===== config.mk =====
export PLATFORM = sky130hd
export DESIGN_NAME = kf5_div
export DESIGN_NICKNAME = d
export VERILOG_FILES = /design/src/kf5_pkg.sv /design/src/kf5_div.sv
export SDC_FILE = /design/constraint.sdc
export NUM_CORES = 1
export LEC_CHECK = 0
export BUFFER_PORTS_ARGS = -buffer_cell sky130_fd_sc_hd__clkbuf_2
export CORE_ASPECT_RATIO = 1.25
export CORE_MARGIN = 1
export CORE_UTILIZATION = 50
export CTS_CLUSTER_SIZE = 10
export DETAILED_ROUTE_END_ITERATION = 16
export GPL_TIMING_DRIVEN = 0
export MAX_ROUTING_LAYER = met4
export PLACE_DENSITY_LB_ADDON = 0.25
export SYNTH_ARGS = -nofsm -noshare
export SYNTH_HDL_FRONTEND = slang
export SYNTH_SLANG_ARGS = --single-unit

===== constraint.sdc =====
create_clock -name clk -period 15.37 [get_ports clk]
set_input_delay 1.537 -clock clk [delete_from_list [all_inputs] [get_ports clk]]
set_output_delay 1.537 -clock clk [all_outputs]
set_load 0.02 [all_outputs]

===== src/kf5_pkg.sv =====
// ----------------------------------------------------------------------------
// kf5_pkg
// Shared constants, types and helpers of the 5x5 Kuwahara filter.
// ----------------------------------------------------------------------------
package kf5_pkg;

  localparam int MAX_ROW_PIXELS_DEF = 1024;
  localparam int FRAC = 8;              // fraction bits of means and distances

  localparam int MW   = 8 + FRAC;       // quadrant mean
  localparam int DW   = 9 + FRAC;       // one colour distance
  localparam int DSW  = DW + 4;         // sum of up to nine distances
  localparam int SQW  = 18 + 2 * FRAC;  // sum of three squared differences
  localparam int DIVW = 14 + FRAC;      // dividend of the shared divider

  localparam logic [1:0] REG_WIDTH  = 2'd0;
  localparam logic [1:0] REG_HEIGHT = 2'd1;

  typedef enum logic [3:0] {
    ST_IDLE, ST_RD, ST_MDIV, ST_MWAIT, ST_DSUB, ST_DMUL, ST_DACC,
    ST_DSQ, ST_VDIV, ST_VWAIT, ST_PICK, ST_EMIT
  } kf5_state_t;

  function automatic longint unsigned isqrt_c(input longint unsigned v);
    longint unsigned r;
    longint unsigned b;
    longint unsigned x;
    x = v;
    r = 0;
    b = 64'h4000_0000_0000_0000;
    for (int i = 0; i < 32; i++) begin
      if (x >= r + b) begin
        x = x - (r + b);
        r = (r >> 1) + b;
      end else begin
        r = r >> 1;
      end
      b = b >> 2;
    end
    return r;
  endfunction

  // deviation threshold, sqrt(3) at full scale
  localparam longint unsigned DEV_LIMIT = isqrt_c(longint'(3 * 255 * 255) << (2 * FRAC));

  function automatic logic [3:0] quad_count(input logic [1:0] q);
    case (q)
      2'd0:    return 4'd9;
      2'd1:    return 4'd6;
      2'd2:    return 4'd6;
      default: return 4'd4;
    endcase
  endfunction

  function automatic logic [7:0] chan_of(input logic [23:0] pix, input logic [1:0] ch);
    case (ch)
      2'd0:    return pix[23:16];
      2'd1:    return pix[15:8];
      default: return pix[7:0];
    endcase
  endfunction

endpackage


===== src/kf5_div.sv =====
// ----------------------------------------------------------------------------
// kf5_div
// Division by a quadrant count (9, 6 or 4) through a reciprocal multiply,
// quotient registered in the cycle after start.
// ----------------------------------------------------------------------------
module kf5_div #(
  parameter int NW = kf5_pkg::DIVW
) (
  input  logic          clk,
  input  logic          rst,
  input  logic          start,
  input  logic [NW-1:0] num,
  input  logic [3:0]    den,
  output logic          done,
  output logic [NW-1:0] quo
);
  import kf5_pkg::*;

  // ceil(2^K/d) is exact for every NW-bit dividend when K = NW + 3
  localparam int K = NW + 3;
  localparam logic [NW+1:0] M9 = (NW+2)'(((64'd1 << K) + 64'd8) / 64'd9);
  localparam logic [NW+1:0] M6 = (NW+2)'(((64'd1 << K) + 64'd5) / 64'd6);
  localparam logic [NW+1:0] M4 = (NW+2)'((64'd1 << K) / 64'd4);

  logic [NW+1:0]   mul;
  logic [2*NW+1:0] prod;

  always_comb begin
    case (den)
      4'd9:    mul = M9;
      4'd6:    mul = M6;
      default: mul = M4;
    endcase
    prod = (2*NW+2)'(num) * (2*NW+2)'(mul);
  end

  always_ff @(posedge clk) begin
    if (rst) begin
      done <= 1'b0;
    end else begin
      done <= start;
    end
  end

  always_ff @(posedge clk) begin
    if (start) quo <= NW'(prod >> K);
  end

endmodule


Word level (Yosys, flattened, before mapping)
Index checks and enable logic that the tools add are counted.
{ "op_classes": {"multipliers": 1, "eq_ne": 2, "muxes": 1} }
{ "op_table": {"columns": ["cell", "n"], "rows": [
  ["case mux 24 bit (2 select lines)", 1],
  ["multiplier 22 x 24 -> 46 bit", 1],
  ["== test 4 x 3 -> 1 bit, second input constant", 1],
  ["== test 4 bit, second input constant", 1]
]} }
{ "totals": {"ff_bits": 22, "word_cells": 6} }

Depth between registers and ports, before layout
{ "logic_depth": {"depth_word": 3, "ltp_mapped": 30, "mapped_depth_nobuf": 27} }

Worst setup path after synthesis
OpenSTA, ideal clock, no wires.
{ "synth_path": {"path_kind": "input -> register", "from": "input den[0]", "to": "register quo[14] (data pin)", "setup_time_ns": 0.262, "t_arrival_ns": 7.969, "path_slack_ns": 7.139, "stages": 25, "path_buffers": 1, "path_cell_list": "nor4bb_1 -> clkbuf_1 -> and2_1 -> nor2_1 -> inv_1 -> fa_1 -> fa_1 -> fa_1 -> fa_1 -> inv_1 -> fa_1 -> inv_1 -> fa_1 -> inv_1 -> fa_1 -> inv_1 -> ha_1 -> a21oi_1 -> o21ai_0 -> a311oi_1 -> nand2_1 -> o21a_2 -> and4bb_2 -> o21bai_1 -> xor2_1"} }
{ "synth_between": {"elab_chain_cells": 3} }
{ "synth_rtl": {"columns": ["element", "line_no", "text"], "rows": [
  ["start, declared", "kf5_div.sv:13", "input logic [3:0] den,"],
  ["== test 4 x 3 -> 1 bit / == test 4 bit (equally long branches)", "kf5_div.sv:29", "case (den)"],
  ["case mux 24 bit (2 select lines) (*)", "kf5_div.sv:29", null],
  ["multiplier 22 x 24 -> 46 bit (*)", "kf5_div.sv:34", "prod = (2*NW+2)'(num) * (2*NW+2)'(mul);"],
  ["via prod[39]", "kf5_div.sv:26", "logic [2*NW+1:0] prod;"],
  ["end signal, assigned", "kf5_div.sv:46", "if (start) quo <= NW'(prod >> K);"],
  ["end, declared", "kf5_div.sv:15", "output logic [NW-1:0] quo"]
]} }
The timed path passes the listed nets; every way through them passes the cells marked *.
A chain may end at the register's enable or synchronous reset.

Worst setup path after layout
{ "layout_path": {"from": "input den[0]", "to": "register quo[20] (data pin)"} }
Same word-level chain as after synthesis.

==> results.json <==
{
  "synth_edf_count": 21,
  "seqCellArea_sq_um": 651,
  "startpoint": "den[0]",
  "routedWlPerCell_microns": 18.4,
  "cts_buffers": 3,
  "dp_hpwl_mm": 25.6,
  "cts_sinks": 22,
  "nNetsFinal": 1669,
  "grt_max_degree": 23,
  "p_clk_share_pct": 9.2,
  "synth-seq-cells": 22,
  "worst_pin_slew_ns": 1.28,
  "clock_path_buffers": 2,
  "cts-root-buf": "clkbuf_16",
  "endpoint": "quo[20]",
  "initial_core_util_pct": 51.1,
  "hold_viol": 0,
  "syn_nets": 1614,
  "core_sq_mm": 0.0223,
  "seq_area_frac_synth_pct": 5.72,
  "cellPowerDensity_mw_per_mm2": 63.3,
  "rows": 61,
  "utilization_pct": 54.3,
  "fillerInstances": 2035,
  "io_buffers": 50,
  "rsz0062_at_grt": "false",
  "hold_path.class": "in2reg",
  "fmax_mhz": 103,
  "synthDistinctLibCells": 61,
  "pwr-share-comb_pct": 76.9,
  "cts_hold_buf": 0,
  "area_delta_synth_final_pct": 6.23,
  "grt_pass1_wl_mm": 42.5,
  "htree_levels": 1,
  "routed_wl_mm": 27.2,
  "min_period_ns": 9.74,
  "cp.arrival_ns": 9.74,
  "peakVddDrop_mv": 0.0805,
  "dr.pass1.iters": 5,
  "n_antenna_cell": 0,
  "period_share_pct": 63.4,
  "critPathMaxFanout": 10,
  "syn-instance-count": 1140,
  "num_io_pins": 52,
  "viasPerCell": 5.08,
  "intPower_uw": 386,
  "cellLeakagePower_uw": 0.00700,
  "antenna_found_initial": 0,
  "finalSetupViolCount": 0,
  "finalSetupTns_ns": 0,
  "ant_nets": 0,
  "endpoint_kind": "flip-flop",
  "syn_area_sq_mm": 0.0114,
  "drc_errors": 0,
  "switching_share_pct": 49.6,
  "final_common_cell": "inv_1",
  "cts_setup_buffers": 0,
  "yosysWarnings": 0,
  "finalMaxSlewViolations": 0,
  "multi_input_area_sq_mm": 0.00925,
  "outcome": "complete, no violations",
  "grt_pass1_vias": 8121,
  "synthFlopType": "edfxtp_1",
  "layout_common_cells": "inv_1 (383), fa_1 (264), ha_1 (181), clkbuf_2 (50), nand2_1 (47)",
  "drtIter0Drc": 299,
  "postSynthAreaPerCell_sq_um": 9.98,
  "num_vias": 7497,
  "tritoncts": "built",
  "cp-start-kind": "input pin",
  "hold_slack_ns": 1.44,
  "drive_above_1_share_pct": 6.53,
  "p_seq_share_pct": 13.9,
  "gp_congestion": 0.974,
  "crit_type": "in2reg",
  "cp_data_required_time_ns": 15.36,
  "cts.clk_slew.worst_paths_ns": 0.05,
  "p_sw_uw": 380,
  "drv.max_cap_violation_count": 0,
  "overflow": 0,
  "max_slew_margin_pct": 13.6,
  "gr-usage-all-layers_pct": 25.5,
  "die_x_microns": 137,
  "synthArstFlopShare_pct": 0,
  "die-area_sq_mm": 0.0234,
  "cts.repair.resized": 0,
  "chipHeight_microns": 171
}
worst min-delay path by stage:
stage               start   end  slack (ns)  cells past startpoint
global placement      rst  done        1.69                      2
global route          rst  done        1.45                      2
CTS                   rst  done        1.43                      2
finish                rst  done        1.44                      2
floorplan             rst  done        1.61                      1
detailed placement    rst  done        1.70                      2
cell usage after synthesis, drive strengths merged, types with 4 or more instances:
cell type / instances / area (sq um)
fa: 264 / 5290
ha: 181 / 2260
or2: 5 / 31.3
a21o: 8 / 60.1
and2: 41 / 257
nand2: 47 / 176
o21ai: 22 / 114
nand3: 9 / 45.0
nor2: 26 / 97.6
nor3: 5 / 25.0
a21oi: 35 / 179
xor2: 5 / 43.8
inv: 383 / 1440
nand4: 7 / 43.8
a211oi: 4 / 30.0
xnor2: 19 / 166
o21bai: 5 / 41.3
edfxtp: 21 / 631
clkbuf: 6 / 22.5
per-layer routing:
metal  track usage [%]  up-vias  wire length (microns)
li1                  -     3545                      -
met1              29.4     3764                  10500
met2              45.5      138                  14700
met3              2.13       50                    720
met4              10.4        0                   1340
met5                 -        -                      0
logic make-up (layout without fill, tap and decap cells):
group           count (synthesis)  after routing  synth area share (%)
fa+ha+maj                     445            445                  66.3
buf+inv                       392            446                  13.0
simple gates                  152            152                  6.88
compound gates                104            104                  6.21
xor+xnor                       24             24                  1.85
flops                          22             22                  5.72
other cells                     1              1                0.0329
stage by stage:
| stage | cell area (sq um) | setup WS (ns) | cells | power (uW) |
|---|---|---|---|---|
| after CTS | 12100 | 5.66 | 1477 | 778 |
| after floorplan | 11400 | 7.14 | 1140 | 536 |
| after detailed placement | 12000 | 5.42 | 1473 | 700 |
| final | 12100 | 5.63 | 1477 | 766 |
| after global placement | 12000 | 5.42 | 1473 | 693 |
| after global routing | 12100 | 5.16 | 1477 | 847 |
layout make-up:
type | count | share of cell area [%]
Multi-Input combinational cell | 726 | 76.5
Inverter | 383 | 11.9
Sequential cell | 22 | 5.38
Tap cell | 283 | 2.93
Timing Repair Buffer | 50 | 2.07
Clock buffer | 3 | 0.621
Buffer | 9 | 0.331
Clock inverter | 1 | 0.248
power groups by stage:
stage	clock, uW	sequential, uW	combinational, uW
2_1_floorplan	0	137	399
3_3_place_gp	0	107	586
3_5_place_dp	0	108	593
4_1_cts	72.8	107	598
5_1_grt	74.8	108	664
6_report	70.6	106	589
state kept, by name (all words and copies together) (netlist names):
register	flops
done	1
quo	21
worst max-delay path, cell delays in order:
cell and delay (ns):
clkbuf_2 0.09, nor4bb_1 1.06, clkbuf_1 0.65, nand2_1 0.26, nand2_1 0.23, fa_1 0.42, inv_1 0.08, fa_1 0.51
fa_1 0.66, inv_1 0.07, fa_1 0.47, inv_1 0.05, fa_1 0.49, fa_1 0.52, inv_1 0.06, fa_1 0.49
ha_1 0.37, a211oi_1 0.21, o21ai_0 0.12, a221oi_1 0.36, a21oi_2 0.14, o31ai_4 0.31, o21ai_1 0.22, a21oi_1 0.24
xnor2_1 0.10
(Power assumes the default switching activity.)
