--- config.mk ---
export PLATFORM = sky130hd
export DESIGN_NAME = kf5_sqrt
export DESIGN_NICKNAME = d
export VERILOG_FILES = /design/src/kf5_pkg.sv /design/src/kf5_sqrt.sv
export SDC_FILE = /design/constraint.sdc
export NUM_CORES = 1
export LEC_CHECK = 0
export BUFFER_PORTS_ARGS = -buffer_cell sky130_fd_sc_hd__buf_2
export CORE_MARGIN = 2
export CORE_UTILIZATION = 48
export CTS_BUF_LIST = sky130_fd_sc_hd__clkbuf_4 sky130_fd_sc_hd__clkbuf_8
export DETAILED_ROUTE_END_ITERATION = 8
export HOLD_SLACK_MARGIN = 0.08
export PLACE_DENSITY = 0.67
export SETUP_SLACK_MARGIN = 0.15
export SLEW_MARGIN = 20
export SYNTH_ARGS = -nofsm -noshare
export SYNTH_HDL_FRONTEND = slang
export SYNTH_SLANG_ARGS = --single-unit
--- constraint.sdc ---
create_clock -name clk -period 11.3 [get_ports clk]
set_input_delay 0 -clock clk [delete_from_list [all_inputs] [get_ports clk]]
set_output_delay 0 -clock clk [all_outputs]
set_load 0.02 [all_outputs]
--- src/kf5_pkg.sv ---
// ----------------------------------------------------------------------------
// kf5_pkg
// Shared constants, types and helpers of the 5x5 Kuwahara filter.
// ----------------------------------------------------------------------------
package kf5_pkg;

  localparam int MAX_ROW_PIXELS_DEF = 1024;
  localparam int FRAC = 8;              // fraction bits of means and distances

  localparam int MW   = 8 + FRAC;       // quadrant mean
  localparam int DW   = 9 + FRAC;       // one colour distance
  localparam int DSW  = DW + 4;         // sum of up to nine distances
  localparam int SQW  = 18 + 2 * FRAC;  // sum of three squared differences
  localparam int DIVW = 14 + FRAC;      // dividend of the shared divider

  localparam logic [1:0] REG_WIDTH  = 2'd0;
  localparam logic [1:0] REG_HEIGHT = 2'd1;

  typedef enum logic [3:0] {
    ST_IDLE, ST_RD, ST_MDIV, ST_MWAIT, ST_DSUB, ST_DMUL, ST_DACC,
    ST_DSQ, ST_VDIV, ST_VWAIT, ST_PICK, ST_EMIT
  } kf5_state_t;

  function automatic longint unsigned isqrt_c(input longint unsigned v);
    longint unsigned r;
    longint unsigned b;
    longint unsigned x;
    x = v;
    r = 0;
    b = 64'h4000_0000_0000_0000;
    for (int i = 0; i < 32; i++) begin
      if (x >= r + b) begin
        x = x - (r + b);
        r = (r >> 1) + b;
      end else begin
        r = r >> 1;
      end
      b = b >> 2;
    end
    return r;
  endfunction

  // deviation threshold, sqrt(3) at full scale
  localparam longint unsigned DEV_LIMIT = isqrt_c(longint'(3 * 255 * 255) << (2 * FRAC));

  function automatic logic [3:0] quad_count(input logic [1:0] q);
    case (q)
      2'd0:    return 4'd9;
      2'd1:    return 4'd6;
      2'd2:    return 4'd6;
      default: return 4'd4;
    endcase
  endfunction

  function automatic logic [7:0] chan_of(input logic [23:0] pix, input logic [1:0] ch);
    case (ch)
      2'd0:    return pix[23:16];
      2'd1:    return pix[15:8];
      default: return pix[7:0];
    endcase
  endfunction

endpackage

--- src/kf5_sqrt.sv ---
// ----------------------------------------------------------------------------
// kf5_sqrt
// Digit-by-digit square root, two radicand bits per cycle, rounded half up.
// ----------------------------------------------------------------------------
module kf5_sqrt #(
  parameter int IW = kf5_pkg::SQW
) (
  input  logic            clk,
  input  logic            rst,
  input  logic            start,
  input  logic [IW-1:0]   x,
  output logic            done,
  output logic [IW/2-1:0] root
);
  import kf5_pkg::*;

  localparam int HW  = IW / 2;
  localparam int CNW = $clog2(HW + 1);

  logic [IW-1:0]  xs;
  logic [HW:0]    rem;
  logic [HW-1:0]  rt;
  logic [CNW-1:0] cnt;
  logic           busy;
  logic [HW+2:0]  r2;
  logic [HW+2:0]  trial;
  logic           ge;
  logic [HW:0]    rem_n;
  logic [HW-1:0]  rt_n;

  always_comb begin
    r2    = {rem, xs[IW-1:IW-2]};
    trial = (HW+3)'({rt, 2'b01});
    ge    = (r2 >= trial);
    rem_n = ge ? (HW+1)'(r2 - trial) : r2[HW:0];
    rt_n  = {rt[HW-2:0], ge};
  end

  always_ff @(posedge clk) begin
    if (rst) begin
      busy <= 1'b0;
      done <= 1'b0;
      cnt  <= '0;
    end else begin
      done <= 1'b0;
      if (start) begin
        busy <= 1'b1;
        xs   <= x;
        rem  <= '0;
        rt   <= '0;
        cnt  <= '0;
      end else if (busy) begin
        xs  <= {xs[IW-3:0], 2'b00};
        rem <= rem_n;
        rt  <= rt_n;
        cnt <= cnt + CNW'(1);
        if (cnt == CNW'(HW - 1)) begin
          busy <= 1'b0;
          done <= 1'b1;
          // round: remainder above root means v > (root + 0.5)^2
          root <= (rem_n > (HW+1)'(rt_n)) ? rt_n + HW'(1) : rt_n;
        end
      end
    end
  end

endmodule

Yosys cells after proc, flatten, opt, wreduce, memory -nomap -nowiden
Cells that the tools add are included.
{"block": "totals", "word_cells": 31, "register_bits": 93, "in_bits": 37, "out_inout_bits": 18}
{"block": "classes", "mux": 10, "reduce_logical": 5, "addsub": 3, "n_eq_ne": 1, "order_cmp": 2, "bitwise": 3}
{"cell": "$mux 34", "count": 2}
{"cell": "$mux 18", "count": 2}
{"cell": "$mux 17", "count": 2}
{"cell": "$ge 20x19->1", "count": 1}
{"cell": "$gt 18x17->1", "count": 1}
{"cell": "$sub 18x18->18", "count": 1}
{"cell": "$add 17x1->17 const B", "count": 1}
{"cell": "$add 5x1->5 const B", "count": 1}
{"cell": "$eq 5x5->1 const B", "count": 1}
{"cell": "$mux 1", "count": 4}
{"cell": "$reduce_and 4->1", "count": 1}
{"cell": "$not 1->1", "count": 3}
{"cell": "$reduce_or 3->1", "count": 1}
{"cell": "$reduce_and 2->1", "count": 1}
{"cell": "$reduce_bool 2->1", "count": 1}
{"cell": "$reduce_or 2->1", "count": 1}

Longest topological paths before layout
Gate-level depths: netlist of the first run.
{"block": "depth", "word_depth": 4, "ltp_mapped": 21, "mapped_depth_nobuf": 18}

Worst setup path before layout of the first run
No wires, ideal clock.
{"block": "synth_timing", "kind": "register to register", "startpoint": "reg rt[11]", "endpoint": "reg root[1], data pin", "setup_ns": 0.260, "n_path_buf": 2, "arrival_time_ns": 4.135, "path_stages_with_launch": 20, "required_time_ns": 11.040, "synth_period_minus_slack_ns": 4.395, "slack_ns": 6.905, "path_cell_list": "edfxtp_1 > inv_1 > ha_1 > and4_1 > and2_1 > a221oi_1 > o21a_1 > buf_2 > inv_1 > clkbuf_1 > nor2_1 > nor2_1 > ha_1 > a211oi_1 > nor2_1 > o311ai_0 > nand3_1 > a211oi_2 > nor2_2 > mux2_4"}
{"block": "synth_via", "elab_chain_len": 4, "elab_cells_between_ends": 6, "cone_classes": "add/sub: 2; order compare: 2; mux: 2"}
{"item": "start: declaration", "line": "kf5_sqrt.sv:22", "text": "logic [HW-1:0] rt;"}
{"item": "start signal: assignment", "line": "kf5_sqrt.sv:55", "text": "rt <= rt_n;"}
{"item": "$ge 20x19->1", "line": "kf5_sqrt.sv:34", "text": "ge = (r2 >= trial);"}
{"item": "$mux 18", "line": "kf5_sqrt.sv:35", "text": "rem_n = ge ? (HW+1)'(r2 - trial) : r2[HW:0];"}
{"item": "via rem_n[3]", "line": "kf5_sqrt.sv:28", "text": "logic [HW:0] rem_n;"}
{"item": "$gt 18x17->1", "line": "kf5_sqrt.sv:61", "text": "root <= (rem_n > (HW+1)'(rt_n)) ? rt_n + HW'(1) : rt_n;"}
{"item": "$mux 17", "line": "kf5_sqrt.sv:61"}
{"item": "end signal: assignment", "line": "kf5_sqrt.sv:61"}
{"item": "end: declaration", "line": "kf5_sqrt.sv:13", "text": "output logic [IW/2-1:0] root"}
The timed path passes the listed nets, and every way through them passes these cells.
A chain may end at the register's enable or synchronous reset.

Final worst setup path of the first run
{"block": "layout_timing", "startpoint": "reg rt[13]", "endpoint": "reg root[1], data pin"}
Same word-level chain as after synthesis.

==> metrics.md, run 1 <==
| Metric | Value |
|---|---|
| CP required | `around 11 ns` |
| Clock buffer depth | `2` |
| Antenna Cells | `0` |
| Power Density | `about 140 mW/mm^2` |
| Most common cell after layout, fill and taps aside | `edfxtp_1` |
| Post-Route Setup TNS | `0 ns` |
| Cell variety after synth | `57` |
| Peak supply drop | `93.9 uV` |
| Cell Chain, Critical Path | `inv_1 -> ha_1 -> and4_1 -> and2_1 -> a221oi_1 -> o21a_1 -> inv_1 -> a21oi_1 -> ha_1 -> nand4_1 -> a21oi_1 -> o311ai_0 -> nand3_1 -> a211oi_2 -> nor2_2 -> mux2_4` |
| Mean routed wirelength per cell | `roughly 17 um` |
| Core area | `around 0.011 sq mm` |
| Die Area | `0.0122 sq mm` |
| Largest net degree at the start of global routing | `61` |
| Worst min path class | `input port to register` |
| Mapped Cells | `486` |
| # DRC | `0` |
| Clk slew on worst S/H paths | `0.10 ns` |
| Tot GR Track Use | `slightly below 20%` |
| CTS HTree Levels | `3` |
| Via Count | `3996` |
| # setup viols final | `0` |
| Total CTS buffers | `9` |
| Nature of the critical path endpoint | `register` |
| Critical Path AT | `6.06 ns` |
| Clk sinks | `93` |
| Most frequent cells in the layout | `edfxtp_1 (86), buf_2 (54), nor2_1 (52), ha_1 (39), dlygate4sd3_1 (35)` |
| Number of synthesized flops with an enable pin | `between 80 and 90` |
| Share of cells above drive strength 1 | `20.3%` |
| Relative slew slack | `about a third` |
| Vias in the first global route | `slightly below 4000` |
| Die width | `between 100 and 150 um` |
| Crit Path Class | `register to register` |
| Post-DP HPWL | `8260 um` |
| First-pass GRT wire length | `slightly below 20000 um` |
| Critical path buffer and inverter count | `2` |
| Via density | `~5.6` |
| Synthesized Nets | `between 500 and 600` |
| Final Hold Viols | `0` |
| Num rows | `38` |
| I/O pin cnt | `55` |
| PortBufs | `between 50 and 60` |
| Critical path peak fanout | `32` |
| Seq/Total Area, Yosys | `roughly half` |
| CTS tree | `yes` |
| Reg power frac | `between 40% and 50%` |
| Fraction of registers with async set/reset | `0%` |
| Total Wirelength | `approximately 12000 um` |
| Finished Layout Cells | `approximately 720` |
| Fill count | `896` |
| Area grow syn2layout | `17.4%` |
| Clk pwr share | `26.0%` |
| Placed Cells incl. Taps | `about 670` |
| Slew Viols, Final | `0` |
| Slowest library cell on the worst path | `inv_1` |
| Number of antenna violations at the first check in global routing | `0` |
| Post-synthesis area per instance | `approximately 11 sq um` |
| Worst clock skew | `between 0.01 and 0.015 ns` |
| Worst skew pair latency | `~0.38 ns` |
| Final #Nets | `roughly 650` |
| Initial Util | `between 40% and 50%` |
| DRT iter0 DRCs | `168` |
| Root Buffer | `clkbuf_8` |
| Final Cycle Share | `a little over half` |
| Pint | `between 600 and 700 uW` |
| Max Fclk | `0.169 GHz` |
| Fin crit period | `slightly below 6 ns` |
| Sw frac | `31.5%` |
| Total grt overflow | `0` |
| TritonRoute pass-1 iters | `5` |
| Routed Antenna Nets | `0` |
| Synthesized area | `roughly 0.0054 sq mm` |
| GP Congestion | `between 0.8 and 0.9` |
| CP delay by family, top | `compound AO/OA/AOI/OAI gates` |
| Die height | `110 um` |
| Outcome | `complete, no violations` |
| Worst Max-Slew Pin Slew | `between 1 and 1.5 ns` |
| Combinational share of power | `27.9%` |
| Synth warnings | `0` |
| Crit path launch type | `register` |
| CP peak stage delay | `~0.68 ns` |
| Top_reg_cell synth | `edfxtp_1` |
| RSZ-0062 raised after global routing | `false` |
| Switching power | `~280 uW` |
| Setup Buffers After CTS | `0` |
| Yosys reg bits | `between 90 and 100` |
| Max-cap violations | `0` |
| Pleak | `~0.0025 uW` |
-- worst paths after layout --
path         endpoint  slack (ns)  cells past startpoint   start
max reg2reg   root[1]        5.39                     16  rt[13]
min reg2reg    cnt[4]        0.54                      2  cnt[4]
max           root[1]        5.39                     16  rt[13]
min             rt[1]        0.33                      3   start
-- Yosys cell counts, types with 4 or more instances --
| cell type | number | area, sq um |
|---|---|---|
| xor2_1 | 9 | 78.8 |
| o21a_1 | 4 | 30.0 |
| nor2b_1 | 4 | 25.0 |
| a21oi_1 | 32 | 160 |
| edfxtp_1 | 86 | 2580 |
| nor4_1 | 9 | 56.3 |
| and2_1 | 17 | 106 |
| nor2_1 | 53 | 199 |
| nand4_1 | 9 | 56.3 |
| o21ai_0 | 14 | 70.1 |
| a31oi_1 | 4 | 25.0 |
| nor3_1 | 6 | 30.0 |
| inv_1 | 27 | 101 |
| nand2_1 | 24 | 90.1 |
| a21o_1 | 9 | 67.6 |
| clkbuf_1 | 11 | 41.3 |
| a211oi_1 | 6 | 45.0 |
| dfxtp_1 | 7 | 140 |
| and3_1 | 6 | 37.5 |
| mux2_2 | 32 | 360 |
| nand3_1 | 8 | 40.0 |
| ha_1 | 39 | 488 |
| xnor2_1 | 21 | 184 |
-- layer usage --
metal | routed length (um) | part of all wire, % | track usage [%]
met3 | 511 | 4.3 | 3.62
met5 | 0 | 0 | 0
met2 | 5840 | 49 | 34.3
met1 | 5220 | 44 | 24.7
met4 | 288 | 2.4 | 7.33
-- state kept, by name, summed over array words and instances, names as in the netlist --
signal  cells
busy        1
cnt         5
done        1
rem        18
root       17
rt         17
xs         34
-- cell families (layout without fill, tap and decap cells) --
family / after synthesis / after routing / share of synthesized area, %
AO/OA/AOI/OAI: 89 / 89 / 10.9
XOR/XNOR: 30 / 30 / 4.83
adder cells (fa/ha/maj): 39 / 39 / 8.98
buffers and inverters: 43 / 134 / 3.13
flip-flops: 93 / 93 / 50.1
multiplexers: 35 / 35 / 7.27
AND/OR/NAND/NOR: 157 / 157 / 14.8
-- power by group through the flow --
stage / Sequential, uW / Clock [uW] / Combinational (uW)
final: 414 / 233 / 250
after global routing: 417 / 249 / 279
after CTS: 414 / 235 / 247
after detailed placement: 422 / 0 / 237
after global placement: 421 / 0 / 232
after floorplan: 419 / 0 / 185
-- layout make-up --
type                       instances  area [sq um]  share of cell area [%]
sequential                        93          2720                    42.7
clock inverter                     7          73.8                    1.16
tap                              140           175                    2.74
timing repair buffer              91           636                    9.96
clock buffer                       9           124                    1.94
multi-input combinational        350          2550                    40.0
inverter                          27           101                    1.59
-- worst reg2reg max path, stage by stage (launching register included) --
cell and delay [ns]:
edfxtp_1 0.43, inv_1 0.20, ha_1 0.34, and4_1 0.24
and2_1 0.17, a221oi_1 0.25, o21a_1 0.67, inv_1 0.69
a21oi_1 0.49, ha_1 0.31, nand4_1 0.14, a21oi_1 0.05
o311ai_0 0.34, nand3_1 0.31, a211oi_2 0.66, nor2_2 0.07
mux2_4 0.31
-- through the flow --
stage	util [%]	area, sq um	hold slack (ns)	setup slack (ns)	total power, uW
2_1_floorplan	-	5440	0.0728	6.91	603
3_3_place_gp	53.4	5830	0.243	5.65	653
3_5_place_dp	53.4	5830	0.252	5.51	659
4_1_cts	58.4	6380	0.311	5.51	897
5_1_grt	58.4	6380	0.347	5.07	945
6_report	58.4	6380	0.326	5.39	898
-- timing repair --
action,4_1_cts,5_1_grt
hold buffers,35,0
hold endpoints to repair,41,0
gates resized for setup,0,0
(Power assumes the default switching activity.)
==> run 2, diff against run 1 <==
==> constraint.sdc (replaced) <==
create_clock -name clk -period 5.6 [get_ports clk]
set_input_delay 0 -clock clk [delete_from_list [all_inputs] [get_ports clk]]
set_output_delay 0 -clock clk [all_outputs]
set_load 0.02 [all_outputs]
==> run 2 against run 1 <==
  * Utilization is essentially flat
  * Cell count grew 0.28%
  * Maximum frequency grew 16%
  * Cell area is essentially flat
  * Largest power group unchanged
  * Total power grew 97%
  * Largest cell class unchanged
  * Wire length grew 0.46%
  * Register-to-register slack lost 4.9 ns
  * First-iteration DRC count grew 27%
  * Sequential share of layout area is essentially flat
  * Flip-flop and latch count is the same
  * Die area is the same
==> metrics.md, run 2 (same netlist as run 1, synthesis figures left out) <==
| Metric | Value |
|---|---|
| Max reg flops | `34 (unchanged)` |
| CP peak stage delay | `0.62 ns (-0.06 ns)` |
| Most common cell after layout, fill and taps aside | `edfxtp_1` |
| Vias in the first global route | `4155 (+6.0%)` |
| CTS tree | `yes` |
| R2R Path Start | `rt[1]` |
| Crit Path Class | `register to register` |
| Power Density | `277 mW/mm^2 (+97%)` |
| First-pass GRT wire length | `20200 um (+4.6%)` |
| Final #Nets | `650 (+0.31%)` |
| Die width | `110 um (unchanged)` |
| Worst clock skew | `0.0120 ns (-0.000484 ns)` |
| Busiest grt layer | `met2` |
| Critical Path AT | `5.24 ns (-0.82 ns)` |
| Hold Slack | `0.318 ns (-0.00802 ns)` |
| Total Wirelength | `11900 um (+0.46%)` |
| Hold path start | `start` |
| Die Area | `0.0122 sq mm (unchanged)` |
| Final Cycle Share | `91.1% (+39 points)` |
| Antenna Cells | `0 (unchanged)` |
| Final Hold Viols | `0 (unchanged)` |
| # DRC | `0 (unchanged)` |
| TritonRoute pass-1 iters | `4 (-1)` |
| RSZ-0062 raised after global routing | `false` |
| Crit path launch type | `register` |
| # setup viols final | `0 (unchanged)` |
| Worst R2R End | `root[1]` |
| CP delay by family, top | `compound AO/OA/AOI/OAI gates` |
| Slew Viols, Final | `0 (unchanged)` |
| I/O pin cnt | `55 (unchanged)` |
| Total grt overflow | `0 (unchanged)` |
| Nature of the critical path endpoint | `register` |
| PortBufs | `54 (unchanged)` |
| Max-cap violations | `0 (unchanged)` |
| Relative slew slack | `48.8% (+16 points)` |
| Mean routed wirelength per cell | `16.6 um (+0.18%)` |
| Via Count | `3976 (-0.50%)` |
| Largest net degree at the start of global routing | `61 (unchanged)` |
| Hold Crit Depth | `3 (unchanged)` |
| Die height | `110 um (unchanged)` |
| Clock buffer depth | `2 (unchanged)` |
| GR Util met2 | `35.7% (+1.4 points)` |
| Hold path endpoint | `rt[2]` |
| Fin crit period | `5.10 ns (-0.811 ns)` |
| Most frequent cells in the layout | `edfxtp_1 (86), buf_2 (54), nor2_1 (52), ha_1 (39), dlygate4sd3_1 (35)` |
| Via density | `5.53 (-0.78%)` |
| Num rows | `38 (unchanged)` |
| Clk sinks | `93 (unchanged)` |
| Clk slew on worst S/H paths | `0.09 ns (about the same)` |
| Top flop regs | `xs (34), rem (18)` |
| Core area | `0.0109 sq mm (unchanged)` |
| DRT iter0 DRCs | `214 (+27%)` |
| Outcome | `complete, no violations` |
| Number of antenna violations at the first check in global routing | `0 (unchanged)` |
| Max Fclk | `0.196 GHz (+16%)` |
| Setup Buffers After CTS | `0 (unchanged)` |
| R2R Setup Slk | `0.50 ns (-4.89 ns)` |
| Initial Util | `49.7% (unchanged)` |
| Cell Chain, Critical Path | `inv_1 -> ha_1 -> o21ai_0 -> a22oi_1 -> a2111oi_0 -> nor2_1 -> a31oi_1 -> xor2_1 -> a21oi_1 -> ha_1 -> nand4_1 -> nor4_1 -> nand2b_1 -> a211oi_2 -> nor2_2 -> mux2_4` |
| Peak supply drop | `196 uV (+110%)` |
| Post-Route Setup TNS | `0 ns (unchanged)` |
| Slowest library cell on the worst path | `a2111oi_0` |
| Worst skew pair latency | `0.38 ns (about the same)` |
| Worst min path class | `input port to register` |
| Share of cells above drive strength 1 | `20.6% (+0.28 points)` |
| Routing usage on met1 | `24.8% (+0.13 points)` |
| Pleak | `0.00248 uW (+0.26%)` |
| Tot GR Track Use | `20.8% (+0.99 points)` |
| Total CTS buffers | `9 (unchanged)` |
| CP required | `5.74 ns (-5.70 ns)` |
| CTS HTree Levels | `3 (unchanged)` |
| Routed Antenna Nets | `0 (unchanged)` |
| Critical path buffer and inverter count | `1 (-1)` |
| Reg2reg path depth | `16 (unchanged)` |
| Root Buffer | `clkbuf_8` |
| Post-DP HPWL | `8260 um (about the same)` |
| Worst Max-Slew Pin Slew | `0.768 ns (-0.241 ns)` |
| GP Congestion | `0.932 (+6.7%)` |
| Cell repeated most along the worst path | `ha_1` |
| Critical path peak fanout | `10 (-69%)` |
| Largest Register | `xs` |
| Area grow syn2layout | `17.4% (about the same)` |
| Met3 GRT Util | `4.67% (+1.0 points)` |
==> run 2: cell count changes in the layout (fill, tap and decap cells not counted) <==
cell,delta
clkbuf_4,+3
bufinv_16,-1
clkbuf_8,+1
clkinvlp_4,-1
buf_4,+2
inv_8,-1
clkinv_2,-1
==> run 2: worst max-delay path by stage <==
| stage | from | to | slack, ns | cells after the start |
|---|---|---|---|---|
| 2_1_floorplan | rt[11] | root[1] | 1.21 | 19 |
| 3_3_place_gp | rt[1] | root[1] | 0.71 | 16 |
| 3_5_place_dp | rt[1] | root[1] | 0.62 | 16 |
| 4_1_cts | rt[1] | root[1] | 0.61 | 16 |
| 5_1_grt | rt[1] | root[4] | 0.18 | 17 |
| 6_report | rt[1] | root[1] | 0.50 | 16 |
==> run 2: area by class of cell <==
type,count,area (sq um)
Fill cell,932,4560
Sequential cell,93,2720
Multi-Input combinational cell,350,2550
Timing Repair Buffer,93,651
Tap cell,140,175
Clock buffer,13,160
Inverter,27,101
Clock inverter,3,20.0
==> run 2: stage by stage <==
| step | worst slack [ns] | cell area [sq um] | std cells | util [%] | total power (uW) |
|---|---|---|---|---|---|
| after floorplan | 1.21 | 5440 | 486 | - | 1220 |
| after global placement | 0.713 | 5850 | 668 | 53.5 | 1320 |
| after detailed placement | 0.624 | 5850 | 668 | 53.5 | 1330 |
| after CTS | 0.614 | 6380 | 719 | 58.3 | 1770 |
| after global routing | 0.182 | 6380 | 719 | 58.3 | 1880 |
| final | 0.497 | 6380 | 719 | 58.3 | 1770 |
==> run 2: repair_timing <==
action / in CTS / in global routing
endpoints found under the hold margin: 41 / 0
gates resized for setup: 0 / 0
hold buffers: 35 / 0
==> run 2: metal layers <==
metal,routed length [um],up-vias
met1,4920,1849
met5,0,-
met2,5960,124
met3,666,24
li1,-,1979
met4,364,0
==> run 2: tightest hold or removal path: cells and delay by family <==
family,cells,cell delay [ns]
buf+inv,2,0.41
simple gates,1,0.16
==> run 2: report_power, final <==
part	switching (uW)	total, uW	internal [uW]	leakage (uW)
Clock	236	425	189	0.0000919
Combinational	285	506	221	0.00151
Sequential	21.6	836	815	0.000877
